`src/thc_pkg.sv`:
```
// Shared types and constants of the terrain height colorizer.
package thc_pkg;

    localparam int unsigned HEIGHT_W   = 7;
    localparam int unsigned NUM_W      = 15;
    localparam int unsigned QUO_W      = 8;
    localparam int unsigned CHAN_W     = 8;
    localparam int unsigned SCHAN_W    = 11;
    localparam int unsigned DIM_MUL_W  = 16;
    localparam int unsigned DIM_PROD_W = CHAN_W + DIM_MUL_W;

    localparam logic [HEIGHT_W-1:0]  HEIGHT_MAX = 7'd100;
    localparam logic [HEIGHT_W-1:0]  DEEP_MAX   = 7'd5;
    localparam logic [DIM_MUL_W-1:0] DIM_MUL    = 16'd55709;

    typedef enum logic [2:0] {
        BAND_DEEP,
        BAND_SHALLOW,
        BAND_SAND,
        BAND_GRASS,
        BAND_ROCK,
        BAND_SNOW
    } t_band;

endpackage

```
`src/terrain_height_colorizer.sv`:
```
// Top level of the terrain height colorizer: a five-stage pipeline from height sample to RGB.
// Each height sample passes five register stages before its color appears on the output. A new
// sample is accepted every cycle while the output side is ready. The stages are the band
// decision, two division stages that form the grey level, the band color with saturation, and
// the dimming multiply at the end.
// A stalled output freezes the whole pipeline. The peak height register should be written
// only while no transaction is in flight; it takes effect on the next accepted sample.
module terrain_height_colorizer (
    input  logic        i_clk,
    input  logic        i_rst_n,
    input  logic        i_s_tvalid,
    output logic        o_s_tready,
    input  logic [15:0] i_s_tdata,   // height [6:0], left_height [13:7], zero [15:14]
    input  logic [0:0]  i_s_tuser,   // has_left [0]
    output logic        o_m_tvalid,
    input  logic        i_m_tready,
    output logic [23:0] o_m_tdata,   // red [7:0], green [15:8], blue [23:16]
    input  logic        i_cfg_valid,
    output logic        o_cfg_ready,
    input  logic [6:0]  i_cfg_data   // peak_height [6:0]
);

    localparam int unsigned HW = thc_pkg::HEIGHT_W;
    localparam int unsigned CW = thc_pkg::CHAN_W;
    localparam int unsigned SW = thc_pkg::SCHAN_W;

    logic [HW-1:0] r_peak;

    logic r_s1_valid, r_s2_valid, r_s3_valid, r_s4_valid, r_s5_valid;

    logic [thc_pkg::NUM_W-1:0] r_s1_num;
    logic [HW-1:0]             r_s1_den;
    thc_pkg::t_band            r_s1_band, r_s2_band, r_s3_band;
    logic                      r_s1_dim, r_s2_dim, r_s3_dim, r_s4_dim;
    logic [CW-1:0]             r_s4_red, r_s4_green, r_s4_blue;
    logic [CW-1:0]             r_s5_red, r_s5_green, r_s5_blue;

    logic                      w_adv;
    logic [HW-1:0]             w_height;
    logic [HW-1:0]             w_left;
    logic [HW-1:0]             w_peak;
    logic [thc_pkg::QUO_W-1:0] w_quo;

    logic [thc_pkg::NUM_W-1:0] n_s1_num;
    thc_pkg::t_band            n_s1_band;
    logic                      n_s1_dim;
    logic [CW-1:0]             n_s4_red, n_s4_green, n_s4_blue;
    logic [CW-1:0]             n_s5_red, n_s5_green, n_s5_blue;

    function automatic logic [CW-1:0] clamp8(input logic signed [SW-1:0] c);
        logic [CW-1:0] res;
        if (c < 0) begin
            res = '0;
        end else if (c > $signed(SW'(255))) begin
            res = '1;
        end else begin
            res = c[CW-1:0];
        end
        return res;
    endfunction

    function automatic logic [CW-1:0] dim8(input logic [CW-1:0] c);
        logic [thc_pkg::DIM_PROD_W-1:0] prod;
        prod = {{thc_pkg::DIM_MUL_W{1'b0}}, c} * {{CW{1'b0}}, thc_pkg::DIM_MUL};
        return prod[thc_pkg::DIM_PROD_W-1:thc_pkg::DIM_MUL_W];
    endfunction

    assign w_adv       = !r_s5_valid || i_m_tready;
    assign o_s_tready  = w_adv;
    assign o_cfg_ready = 1'b1;
    assign o_m_tvalid  = r_s5_valid;
    assign o_m_tdata   = {r_s5_blue, r_s5_green, r_s5_red};

    assign w_height = i_s_tdata[HW-1:0];
    assign w_left   = i_s_tdata[2*HW-1:HW];
    assign w_peak   = (r_peak == '0) ? HW'(1) : r_peak;

    always_comb begin
        logic [HW+3:0] h10, h5, h2, p9, p;
        h10 = {4'b0, w_height} * 11'd10;
        h5  = {4'b0, w_height} * 11'd5;
        h2  = {4'b0, w_height} << 1;
        p   = {4'b0, w_peak};
        p9  = {4'b0, w_peak} * 11'd9;
        n_s1_num = ({8'b0, w_height} << 8) - {8'b0, w_height};
        n_s1_dim = i_s_tuser[0] && (w_left > w_height);
        if (w_height <= thc_pkg::DEEP_MAX) begin
            n_s1_band = thc_pkg::BAND_DEEP;
        end else if (h10 <= p) begin
            n_s1_band = thc_pkg::BAND_SHALLOW;
        end else if (h5 <= p) begin
            n_s1_band = thc_pkg::BAND_SAND;
        end else if (h2 <= p) begin
            n_s1_band = thc_pkg::BAND_GRASS;
        end else if (h10 <= p9) begin
            n_s1_band = thc_pkg::BAND_ROCK;
        end else begin
            n_s1_band = thc_pkg::BAND_SNOW;
        end
    end

    thc_div u_div (
        .i_clk (i_clk),
        .i_en  (w_adv),
        .i_num (r_s1_num),
        .i_den (r_s1_den),
        .o_quo (w_quo)
    );

    always_comb begin
        logic signed [SW-1:0] v;
        logic signed [SW-1:0] r, g, b;
        v = $signed({{(SW - thc_pkg::QUO_W){1'b0}}, w_quo});
        case (r_s3_band)
            thc_pkg::BAND_DEEP: begin
                r = '0;
                g = '0;
                b = SW'(40);
            end
            thc_pkg::BAND_SHALLOW: begin
                r = v - SW'(10);
                g = v - SW'(10);
                b = v + SW'(40);
            end
            thc_pkg::BAND_SAND: begin
                r = v + SW'(120);
                g = v + SW'(80);
                b = v + SW'(40);
            end
            thc_pkg::BAND_GRASS: begin
                r = v - SW'(10);
                g = v + SW'(20);
                b = v - SW'(10);
            end
            thc_pkg::BAND_ROCK: begin
                r = v - SW'(40);
                g = v - SW'(50);
                b = v - SW'(40);
            end
            default: begin
                r = SW'(255);
                g = SW'(255);
                b = SW'(255);
            end
        endcase
        n_s4_red   = clamp8(r);
        n_s4_green = clamp8(g);
        n_s4_blue  = clamp8(b);
    end

    assign n_s5_red   = r_s4_dim ? dim8(r_s4_red)   : r_s4_red;
    assign n_s5_green = r_s4_dim ? dim8(r_s4_green) : r_s4_green;
    assign n_s5_blue  = r_s4_dim ? dim8(r_s4_blue)  : r_s4_blue;

    always_ff @(posedge i_clk) begin
        if (!i_rst_n) begin
            r_peak     <= thc_pkg::HEIGHT_MAX;
            r_s1_valid <= 1'b0;
            r_s2_valid <= 1'b0;
            r_s3_valid <= 1'b0;
            r_s4_valid <= 1'b0;
            r_s5_valid <= 1'b0;
        end else begin
            if (i_cfg_valid) begin
                r_peak <= i_cfg_data;
            end
            if (w_adv) begin
                r_s1_valid <= i_s_tvalid;
                r_s2_valid <= r_s1_valid;
                r_s3_valid <= r_s2_valid;
                r_s4_valid <= r_s3_valid;
                r_s5_valid <= r_s4_valid;
            end
        end
    end

    always_ff @(posedge i_clk) begin
        if (w_adv) begin
            r_s1_num   <= n_s1_num;
            r_s1_den   <= w_peak;
            r_s1_band  <= n_s1_band;
            r_s1_dim   <= n_s1_dim;
            r_s2_band  <= r_s1_band;
            r_s2_dim   <= r_s1_dim;
            r_s3_band  <= r_s2_band;
            r_s3_dim   <= r_s2_dim;
            r_s4_red   <= n_s4_red;
            r_s4_green <= n_s4_green;
            r_s4_blue  <= n_s4_blue;
            r_s4_dim   <= r_s3_dim;
            r_s5_red   <= n_s5_red;
            r_s5_green <= n_s5_green;
            r_s5_blue  <= n_s5_blue;
        end
    end

endmodule

```
`src/thc_div.sv`:
```
// Two-stage restoring divider that yields an eight-bit quotient of a 15-bit numerator.
module thc_div (
    input  logic                               i_clk,
    input  logic                               i_en,
    input  logic [thc_pkg::NUM_W-1:0]          i_num,
    input  logic [thc_pkg::HEIGHT_W-1:0]       i_den,
    output logic [thc_pkg::QUO_W-1:0]          o_quo
);

    logic [thc_pkg::NUM_W-1:0]    r_rem;
    logic [thc_pkg::HEIGHT_W-1:0] r_den;
    logic [3:0]                   r_quo_hi;
    logic [3:0]                   r_quo_lo;
    logic [thc_pkg::NUM_W-1:0]    n_rem;
    logic [3:0]                   n_quo_hi;
    logic [3:0]                   n_quo_lo;

    always_comb begin
        logic [thc_pkg::NUM_W-1:0] rem;
        logic [thc_pkg::NUM_W:0]   shifted;
        rem      = i_num;
        n_quo_hi = '0;
        for (int i = 0; i < 4; i++) begin
            shifted = {{(thc_pkg::NUM_W + 1 - thc_pkg::HEIGHT_W){1'b0}}, i_den} << (7 - i);
            if ({1'b0, rem} >= shifted) begin
                rem             = rem - shifted[thc_pkg::NUM_W-1:0];
                n_quo_hi[3 - i] = 1'b1;
            end
        end
        n_rem = rem;
    end

    always_comb begin
        logic [thc_pkg::NUM_W-1:0] rem;
        logic [thc_pkg::NUM_W:0]   shifted;
        rem      = r_rem;
        n_quo_lo = '0;
        for (int i = 0; i < 4; i++) begin
            shifted = {{(thc_pkg::NUM_W + 1 - thc_pkg::HEIGHT_W){1'b0}}, r_den} << (3 - i);
            if ({1'b0, rem} >= shifted) begin
                rem             = rem - shifted[thc_pkg::NUM_W-1:0];
                n_quo_lo[3 - i] = 1'b1;
            end
        end
    end

    always_ff @(posedge i_clk) begin
        if (i_en) begin
            r_rem    <= n_rem;
            r_den    <= i_den;
            r_quo_hi <= n_quo_hi;
            o_quo    <= {r_quo_hi, n_quo_lo};
        end
    end

endmodule

```
`config.mk`:
```
export PLATFORM = sky130hd
export DESIGN_NAME = terrain_height_colorizer
export DESIGN_NICKNAME = d
export VERILOG_FILES = /design/src/thc_pkg.sv /design/src/terrain_height_colorizer.sv /design/src/thc_div.sv
export SDC_FILE = /design/constraint.sdc
export NUM_CORES = 1
export LEC_CHECK = 0
export BUFFER_PORTS_ARGS = -buffer_cell sky130_fd_sc_hd__buf_2
export CAP_MARGIN = 20
export CORE_AREA = 4 4 187 189
export CTS_CLUSTER_SIZE = 16
export DETAILED_ROUTE_END_ITERATION = 10
export DIE_AREA = 0 0 191 193
export GPL_TIMING_DRIVEN = 0
export HOLD_SLACK_MARGIN = 0.03
export MAX_ROUTING_LAYER = met4
export PLACE_DENSITY = 0.66
export SLEW_MARGIN = 20
export SYNTH_ARGS = -nofsm -noshare
export SYNTH_HDL_FRONTEND = slang
export SYNTH_SLANG_ARGS = --single-unit
```
`constraint.sdc`:
```
create_clock -name i_clk -period 11.1 [get_ports i_clk]
set_clock_uncertainty 0.05 [all_clocks]
set_input_delay 2.22 -clock i_clk [delete_from_list [all_inputs] [get_ports i_clk]]
set_output_delay 2.22 -clock i_clk [all_outputs]
set_load 0.005 [all_outputs]
```
==> results of run 1 <==
-- state kept, by name, summed over array words and instances, names as in the netlist, 4 cells and up --
| register | flops |
|---|---|
| r_s1_num | 15 |
| u_div.r_rem | 15 |
| r_s4_blue | 8 |
| r_s4_green | 8 |
| r_s4_red | 8 |
| r_s5_blue | 8 |
| r_s5_green | 8 |
| r_s5_red | 8 |
| u_div.o_quo | 8 |
| r_peak | 7 |
| r_s1_den | 7 |
| u_div.r_den | 7 |
| u_div.r_quo_hi | 4 |
-- layer usage --
| metal | vias to the layer above | routed length (µm) | track usage [%] |
|---|---|---|---|
| met3 | 50 | 1300 | 2.72 |
| met1 | 6072 | 17600 | 28.2 |
| met4 | 0 | 805 | 6.16 |
| met5 | - | 0 | - |
| li1 | 6355 | - | - |
| met2 | 233 | 18300 | 36.9 |
-- per-stage QoR --
step	instances	util (%)	setup slack (ps)	area [µm²]
2_1_floorplan	1754	-	2430	16500
4_1_cts	2288	54.1	502	18000
3_5_place_dp	2256	52.3	565	17400
5_1_grt	2291	54.2	26.8	18000
3_3_place_gp	2253	52.1	723	17300
6_report	2291	54.2	1090	18000
-- area by class of cell --
cell class / instances / area share, %
Clock buffer: 17 / 2.36
Multi-Input combinational cell: 1316 / 64.4
Timing Repair Buffer: 57 / 1.92
Sequential cell: 129 / 20.8
Clock inverter: 15 / 0.840
Inverter: 262 / 5.46
Buffer: 47 / 1.12
Tap cell: 448 / 3.11
-- synthesized netlist by cell type, types with 4 or more instances --
| cell | number | area share [%] |
|---|---|---|
| nand4_1 | 15 | 0.57 |
| a21o_1 | 35 | 1.6 |
| ha_1 | 291 | 22 |
| xor2_1 | 42 | 2.2 |
| dfxtp_1 | 12 | 1.5 |
| o21ai_0 | 95 | 2.9 |
| o21a_1 | 16 | 0.73 |
| edfxtp_1 | 117 | 21 |
| o31a_1 | 7 | 0.37 |
| xnor2_1 | 45 | 2.4 |
| nor4_1 | 13 | 0.49 |
| mux2_1 | 4 | 0.27 |
| a22oi_1 | 5 | 0.23 |
| o2bb2ai_1 | 4 | 0.21 |
| fa_1 | 105 | 13 |
| or3_1 | 11 | 0.42 |
| clkbuf_1 | 38 | 0.86 |
| nand3_1 | 25 | 0.76 |
| mux2i_1 | 29 | 1.8 |
| nor2_1 | 87 | 2.0 |
| mux2_2 | 18 | 1.2 |
| a21oi_1 | 113 | 3.4 |
| a211oi_1 | 17 | 0.77 |
| buf_1 | 6 | 0.14 |
| nand2_1 | 93 | 2.1 |
| o21bai_1 | 8 | 0.36 |
| o22ai_1 | 8 | 0.30 |
| and2_1 | 11 | 0.42 |
| nand2b_1 | 26 | 0.98 |
| nor2b_1 | 30 | 1.1 |
| a311oi_1 | 6 | 0.32 |
| o41ai_1 | 4 | 0.21 |
| nor3_1 | 25 | 0.76 |
| inv_1 | 261 | 5.9 |
| and3_1 | 10 | 0.38 |
| o211ai_1 | 14 | 0.64 |
| a2bb2oi_1 | 4 | 0.21 |
| o31ai_1 | 9 | 0.41 |
| or2_2 | 10 | 0.38 |
| a31oi_1 | 13 | 0.49 |
| a21boi_0 | 5 | 0.23 |
| a211o_1 | 4 | 0.21 |
| nor3b_1 | 5 | 0.23 |
| nand3b_1 | 4 | 0.18 |
-- what timing repair did --
| item | CTS | global route |
|---|---|---|
| buffers inserted | 0 | 3 |
| resized for setup | 0 | 9 |
| endpoints found under the setup margin | 0 | 5 |
-- cells by family after synthesis --
group	synth area share [%]
AO/OA/AOI/OAI	15.4
XOR/XNOR	4.61
adder cells (fa/ha/maj)	34.8
buffers and inverters	7.14
flip-flops	22.7
multiplexers	3.48
other	0.0227
AND/OR/NAND/NOR	11.8
-- worst max-delay path by stage --
stage               depth (start not counted)  slack, ps                startpoint                        to
floorplan                                  40       2430  u_div.r_den[1]$_DFFE_PP_  u_div.o_quo[0]$_DFFE_PP_
global placement                           40        720  u_div.r_den[1]$_DFFE_PP_  u_div.o_quo[0]$_DFFE_PP_
detailed placement                         40        570  u_div.r_den[1]$_DFFE_PP_  u_div.o_quo[0]$_DFFE_PP_
CTS                                        40        500  u_div.r_den[1]$_DFFE_PP_  u_div.o_quo[0]$_DFFE_PP_
global route                               41         30  u_div.r_den[1]$_DFFE_PP_  u_div.o_quo[0]$_DFFE_PP_
finish                                     41       1090  u_div.r_den[1]$_DFFE_PP_  u_div.o_quo[0]$_DFFE_PP_
==> impl_metrics.py, run 1 <==
metrics = {
    "floorplanning": {
        "die_w_um": 191,
        "initial_core_util_pct": 49.6,
        "io_pins": 56,
        "rows": 67,
        "die_h_um": 193,
        "fp.dieArea_um2": 36900,
        "core_area_um2": 33300,
    },
    "cts": {
        "cts_tree": "built",
        "clockBufferDepth": 2,
        "cts_htree_levels": 4,
        "cts.sinks": 129,
        "clock_latency_ps": 440,
        "cts_buffers": 17,
        "root_buffer": "clkbuf_16",
        "clk_pin_slew_ps": 70,
        "cts_hold_buf": 0,
    },
    "timing": {
        "fin_crit_ps": 10010,
        "drv_slew": 0,
        "fin_crit_sh_pct": 90.2,
        "tightest_slew_ps": 976,
        "grt_setup_unrepaired": "no",
        "fmax_mhz": 99.9,
        "setup_viol": 0,
        "hold-worst-slack_ps": 364,
        "finalSetupTns_ps": 0,
        "relSlewSlack_pct": 33.9,
        "hold_viol_final": 0,
    },
    "grt": {
        "antenna_found_initial": 0,
        "grt_pass1_vias": 12978,
        "track_usage_pct": 22.0,
        "grt_max_degree": 45,
        "grt_pass1_wl_mm": 64.1,
        "grt_overflow": 0,
    },
    "synth": {
        "synth_edf_count": 117,
        "yosysUniqueCellTypes": 82,
        "syn-num-nets": 2179,
        "syn_inst": 1754,
        "ys_seq_area_share_pct": 22.7,
        "synthArstFlopShare_pct": 0,
        "netlist_area_um2": 16500,
        "ys_seq_elements": 129,
        "avgSynthCellArea_um2": 9.42,
        "yosys_most_used_dff": "edfxtp_1",
        "yosysWarnings": 0,
    },
    "route": {
        "vias": 12710,
        "drt_first_pass_iters": 5,
        "wire_per_inst_um": 16.6,
        "drt_iter0_drc": 684,
        "vias_per_cell": 5.55,
        "wl_mm": 38.0,
        "ant_nets": 0,
        "drc": 0,
    },
    "cells_and_area": {
        "n_antenna_cell": 0,
        "layout_commonest_cell": "ha_1",
        "regArea_um2": 3750,
        "fill_cells": 3023,
        "nets": 2255,
        "layout_common_cells": "ha_1, inv_1, edfxtp_1",
        "multi_input_area_um2": 11600,
        "drive_above_1_share_pct": 7.81,
        "area_growth_pct": 9.16,
    },
    "placed_design": {
        "dp_hpwl_mm": 30.8,
        "gp_congestion": 0.904,
        "port_buffers": 51,
    },
    "setup_path": {
        "path_delay_family": "compound AO/OA/AOI/OAI gates",
        "criticalPathCategory": "reg -> reg",
        "cpPeakStageDelay_ps": 500,
        "crit_path_top_delay_cell": "fa_1",
        "cp_common_cell": "a21oi_1",
        "critPathLaunchType": "flop",
        "reg2reg_to": "u_div.o_quo[0]$_DFFE_PP_",
        "ff2ff_path_depth": 41,
        "r2r_slack_ps": 1090,
        "cp.arrival_ps": 10110,
        "worstSetupEndpointType": "flop",
        "crit_buf_inv": 5,
        "crit_required_ps": 11200,
        "worstPathMaxFanout": 10,
        "rr_startpoint": "u_div.r_den[1]$_DFFE_PP_",
    },
    "hold_path": {
        "hp-class": "reg -> reg",
        "whs_path_depth": 0,
        "hold-path-endpoint": "r_s2_band[2]$_DFFE_PP_",
        "min_from": "r_s1_band[2]$_SDFFCE_PP0P_",
    },
    "job": {
        "max_cap_viol_count": 0,
    },
    "run_status": {
        "status": "finished clean",
    },
}
Power of run 1 is left out: the tool's default activity adds up to more than one toggle a clock period on the data nets, which glitch-free logic cannot reach.
==> run 2, diff against run 1 <==
Settings changed: ABC_CLOCK_PERIOD_IN_PS set to 11100, CORE_AREA 4 4 187 189 to 5 5 188 190, DIE_AREA 0 0 191 193 to 0 0 193 195.
==> impl_metrics.py, run 2 (synthesis results as in run 1) <==
metrics = {
    "floorplanning": {
        "rows": 67,
        "fp.dieArea_um2": 37600,
        "die_w_um": 193,
        "core_area_um2": 33300,
        "initial_core_util_pct": 49.6,
        "io_pins": 56,
        "die_h_um": 195,
    },
    "setup_path": {
        "critPathLaunchType": "flop",
        "worstPathMaxFanout": 10,
        "worstSetupEndpointType": "flop",
        "cp.arrival_ps": 10240,
        "cpPeakStageDelay_ps": 500,
        "cp_common_cell": "a21oi_1",
        "crit_path_top_delay_cell": "fa_1",
        "crit_required_ps": 11220,
        "rr_startpoint": "u_div.r_den[1]$_DFFE_PP_",
        "cp-startpoint": "u_div.r_den[1]$_DFFE_PP_",
        "criticalPathCategory": "reg -> reg",
    },
    "cts": {
        "cts_tree": "built",
        "clk_pin_slew_ps": 70,
        "clockBufferDepth": 2,
        "cts_htree_levels": 4,
        "cts.sinks": 129,
        "clock_latency_ps": 440,
        "cts_buffers": 17,
        "root_buffer": "clkbuf_16",
        "cts_hold_buf": 0,
    },
    "cells_and_area": {
        "fill_cells": 2980,
        "n_antenna_cell": 0,
        "largestRegisters": "r_s1_num: 15 flops, u_div.r_rem: 15 flops",
        "area_growth_pct": 9.14,
        "drive_above_1_share_pct": 7.71,
        "layout_common_cells": "ha_1, inv_1, edfxtp_1",
        "nets": 2254,
        "layout_commonest_cell": "ha_1",
    },
    "route": {
        "drt_iter0_drc": 783,
        "wire_per_inst_um": 16.5,
        "ant_nets": 0,
        "wl_mm": 37.7,
        "vias": 12734,
        "drc": 0,
        "drt_first_pass_iters": 5,
        "vias_per_cell": 5.56,
    },
    "timing": {
        "hold_viol_final": 0,
        "grt_setup_unrepaired": "no",
        "fmax_mhz": 98.8,
        "relSlewSlack_pct": 33.6,
        "drv_slew": 0,
        "fin_crit_sh_pct": 91.2,
        "tightest_slew_ps": 980,
        "fin_crit_ps": 10120,
        "finalSetupTns_ps": 0,
        "setup_viol": 0,
    },
    "grt": {
        "track_usage_pct": 21.2,
        "grt_max_degree": 46,
        "antenna_found_initial": 0,
        "grt_pass1_wl_mm": 63.7,
        "grt_overflow": 0,
        "grt_pass1_vias": 12882,
    },
    "hold_path": {
        "min_from": "r_s1_band[0]$_SDFFCE_PP0P_",
        "hp-class": "reg -> reg",
    },
    "job": {
        "max_cap_viol_count": 0,
    },
    "placed_design": {
        "dp_hpwl_mm": 30.2,
        "port_buffers": 51,
        "gp_congestion": 0.922,
    },
    "run_status": {
        "status": "finished clean",
    },
}
-- run 2: cell types whose count changed in the layout (fill, tap and decap cells not counted) --
cell,change
a21oi_1,+1
a21oi_2,-1
buf_16,-1
bufinv_16,-1
clkbuf_1,+1
clkbuf_2,-1
clkinv_1,-1
clkinv_4,-4
clkinv_8,+5
clkinvlp_4,-3
inv_6,+2
inv_8,+2
o21ai_0,+1
o21ai_1,-1
-- run 2: worst paths after layout --
check | endpoint | slack (ps) | cells past startpoint
max reg2reg | u_div.o_quo[0]$_DFFE_PP_ | 980 | 41
min reg2reg | r_s2_band[0]$_DFFE_PP_ | 370 | 0
max | u_div.o_quo[0]$_DFFE_PP_ | 980 | 41
min | r_s2_band[0]$_DFFE_PP_ | 370 | 0
-- run 2: metrics by stage --
| step | instances | hold slack (ps) | utilization, % | worst slack [ps] | cell area [µm²] |
|---|---|---|---|---|---|
| 2_1_floorplan | 1754 | 350 | - | 2430 | 16500 |
| 3_3_place_gp | 2253 | 351 | 52.1 | 691 | 17300 |
| 3_5_place_dp | 2255 | 355 | 52.2 | 552 | 17400 |
| 4_1_cts | 2287 | 372 | 54.1 | 499 | 18000 |
| 5_1_grt | 2290 | 378 | 54.2 | 0.643 | 18000 |
| 6_report | 2290 | 373 | 54.2 | 979 | 18000 |
-- run 2: metal layers --
metal | part of all wire, % | global-route usage, %
met5 | 0 | -
met4 | 2.1 | 5.93
met3 | 3.7 | 2.75
met2 | 48 | 35.0
met1 | 46 | 27.6
-- run 2: critical path, delay by kind of cell (launching register included) --
kind	cells	cell delay (ps)
adders and majority gates	4	1360
buffers and inverters	5	980
AOI/OAI and AO/OA	21	5380
DFF	1	440
and+or+nand+nor	11	1640
-- run 2: area by class of cell --
| type | count | area [µm²] | share of cell area (%) |
|---|---|---|---|
| Multi-Input combinational cell | 1316 | 11600 | 64.4 |
| Buffer | 47 | 200 | 1.11 |
| Sequential cell | 129 | 3750 | 20.8 |
| Tap cell | 448 | 561 | 3.11 |
| Clock buffer | 17 | 425 | 2.36 |
| Clock inverter | 15 | 181 | 1.01 |
| Timing Repair Buffer | 56 | 318 | 1.76 |
| Inverter | 262 | 985 | 5.46 |
-- run 2: timing repair --
action                     in CTS  in global routing
setup buffers                   0                  3
setup endpoints to repair       0                  1
resized for setup               0                  5
Power of run 2 is left out for the same reason.
==> run 3, diff against run 2 <==
Settings changed: PLACE_DENSITY 0.66 to unset, PLACE_DENSITY_LB_ADDON set to 0.25, RECOVER_POWER set to 50, SLEW_MARGIN 20 to 0.
==> impl_metrics.py, run 3 (synthesis results as in run 1) <==
metrics = {
    "route": {
        "wl_mm": 37.5,
        "wire_per_inst_um": 16.3,
        "vias_per_cell": 5.54,
        "drt_first_pass_iters": 5,
        "ant_nets": 0,
        "drt_iter0_drc": 637,
        "drc": 0,
        "vias": 12686,
    },
    "setup_path": {
        "path_delay_family": "compound AO/OA/AOI/OAI gates",
        "crit_required_ps": 11220,
        "r2r_slack_ps": 950,
        "crit_path_top_delay_cell": "nor4_2",
        "criticalPathCategory": "reg -> reg",
        "worstPathMaxFanout": 10,
        "cp_common_cell": "o21ai_0",
        "cp.arrival_ps": 10270,
        "cp_num_cells": 39,
        "ff2ff_path_depth": 39,
        "crit_buf_inv": 7,
        "rr_startpoint": "r_s1_den[5]$_DFFE_PP_",
        "cpPeakStageDelay_ps": 500,
        "reg2reg_to": "u_div.r_rem[10]$_DFFE_PP_",
        "critPathLaunchType": "flop",
        "worstSetupEndpointType": "flop",
    },
    "grt": {
        "grtUsageMet3_pct": 2.70,
        "antenna_found_initial": 0,
        "use_met1_pct": 27.5,
        "grt_overflow": 0,
        "busiest_layer": "met2",
        "track_usage_pct": 20.9,
        "use_met2_pct": 34.6,
        "grt_pass1_wl_mm": 62.9,
        "grt_max_degree": 71,
        "grt_pass1_vias": 12769,
    },
    "timing": {
        "setup_viol": 0,
        "drv_slew": 55,
        "fin_crit_sh_pct": 91.4,
        "hold_viol_final": 0,
        "finalSetupTns_ps": 0,
        "relSlewSlack_pct": -118,
        "worst_slack_ps": 954,
        "tightest_slew_ps": 3270,
        "grt_setup_unrepaired": "no",
        "fmax_mhz": 98.6,
        "fin_crit_ps": 10150,
    },
    "cells_and_area": {
        "n_antenna_cell": 0,
        "drive_above_1_share_pct": 7.11,
        "nets": 2255,
        "fin_util_pct": 54.1,
        "fill_cells": 3027,
        "layout_commonest_cell": "ha_1",
        "largestRegisters": "r_s1_num: 15 flops, u_div.r_rem: 15 flops",
        "fin_cells": 2291,
        "area_growth_pct": 9.01,
        "layout_common_cells": "ha_1, inv_1, edfxtp_1",
    },
    "floorplanning": {
        "initial_core_util_pct": 49.6,
        "die_h_um": 195,
        "fp.dieArea_um2": 37600,
        "rows": 67,
        "die_w_um": 193,
        "io_pins": 56,
        "core_area_um2": 33300,
    },
    "run_status": {
        "status": "complete, but fails checks",
        "violations": "max-capacitance violations, max-slew violations",
    },
    "placed_design": {
        "preCtsSetupSlack_ps": 588,
        "dp_cells": 2254,
        "dp_hpwl_mm": 30.1,
        "gp_congestion": 0.925,
        "port_buffers": 51,
    },
    "cts": {
        "root_buffer": "clkbuf_16",
        "clock_latency_ps": 430,
        "clk_pin_slew_ps": 60,
        "cts.sinks": 129,
        "clockBufferDepth": 2,
        "cts_buffers": 17,
        "cts_tree": "built",
        "cts_htree_levels": 4,
        "cts_hold_buf": 0,
    },
    "job": {
        "max_cap_viol_count": 1,
    },
    "hold_path": {
        "hp-class": "reg -> reg",
        "min_from": "r_s2_dim$_DFFE_PP_",
        "hold-path-endpoint": "r_s3_dim$_DFFE_PP_",
        "whs_path_depth": 0,
    },
}
[run 3: area by class of cell]
class / instances / area [µm²] / area share, %
Clock inverter: 14 / 179 / 0.994
Clock buffer: 18 / 429 / 2.38
Sequential cell: 129 / 3750 / 20.8
Timing Repair Buffer: 57 / 304 / 1.69
Buffer: 47 / 196 / 1.09
Tap cell: 448 / 561 / 3.11
Multi-Input combinational cell: 1316 / 11600 / 64.4
Inverter: 262 / 985 / 5.47
[run 3: worst max path at each step]
stage                                         from                         to  slack [ps]
final                        r_s1_den[5]$_DFFE_PP_  u_div.r_rem[10]$_DFFE_PP_         950
after detailed placement  u_div.r_den[0]$_DFFE_PP_   u_div.o_quo[0]$_DFFE_PP_         590
after global routing         r_s1_den[5]$_DFFE_PP_  u_div.r_rem[10]$_DFFE_PP_          70
after floorplan           u_div.r_den[1]$_DFFE_PP_   u_div.o_quo[0]$_DFFE_PP_        2430
after CTS                 u_div.r_den[0]$_DFFE_PP_   u_div.o_quo[0]$_DFFE_PP_         550
after global placement    u_div.r_den[1]$_DFFE_PP_   u_div.o_quo[0]$_DFFE_PP_         700
[run 3: metrics by stage]
step	hold WS, ps	area, µm²
floorplan	350	16500
global placement	351	17300
detailed placement	355	17400
CTS	368	18000
global route	370	18000
finish	367	18000
[run 3: what timing repair did]
item / 4_1_cts / 5_1_grt
buffers inserted: 0 / 3
setup endpoints to repair: 0 / 1
gates resized for setup: 0 / 5
[run 3: per-layer routing]
layer,wire length [µm],vias to the layer above
met4,622,0
met1,17600,6068
met2,18000,232
met3,1240,47
li1,-,6339
met5,0,-
Power of run 3 is left out for the same reason.
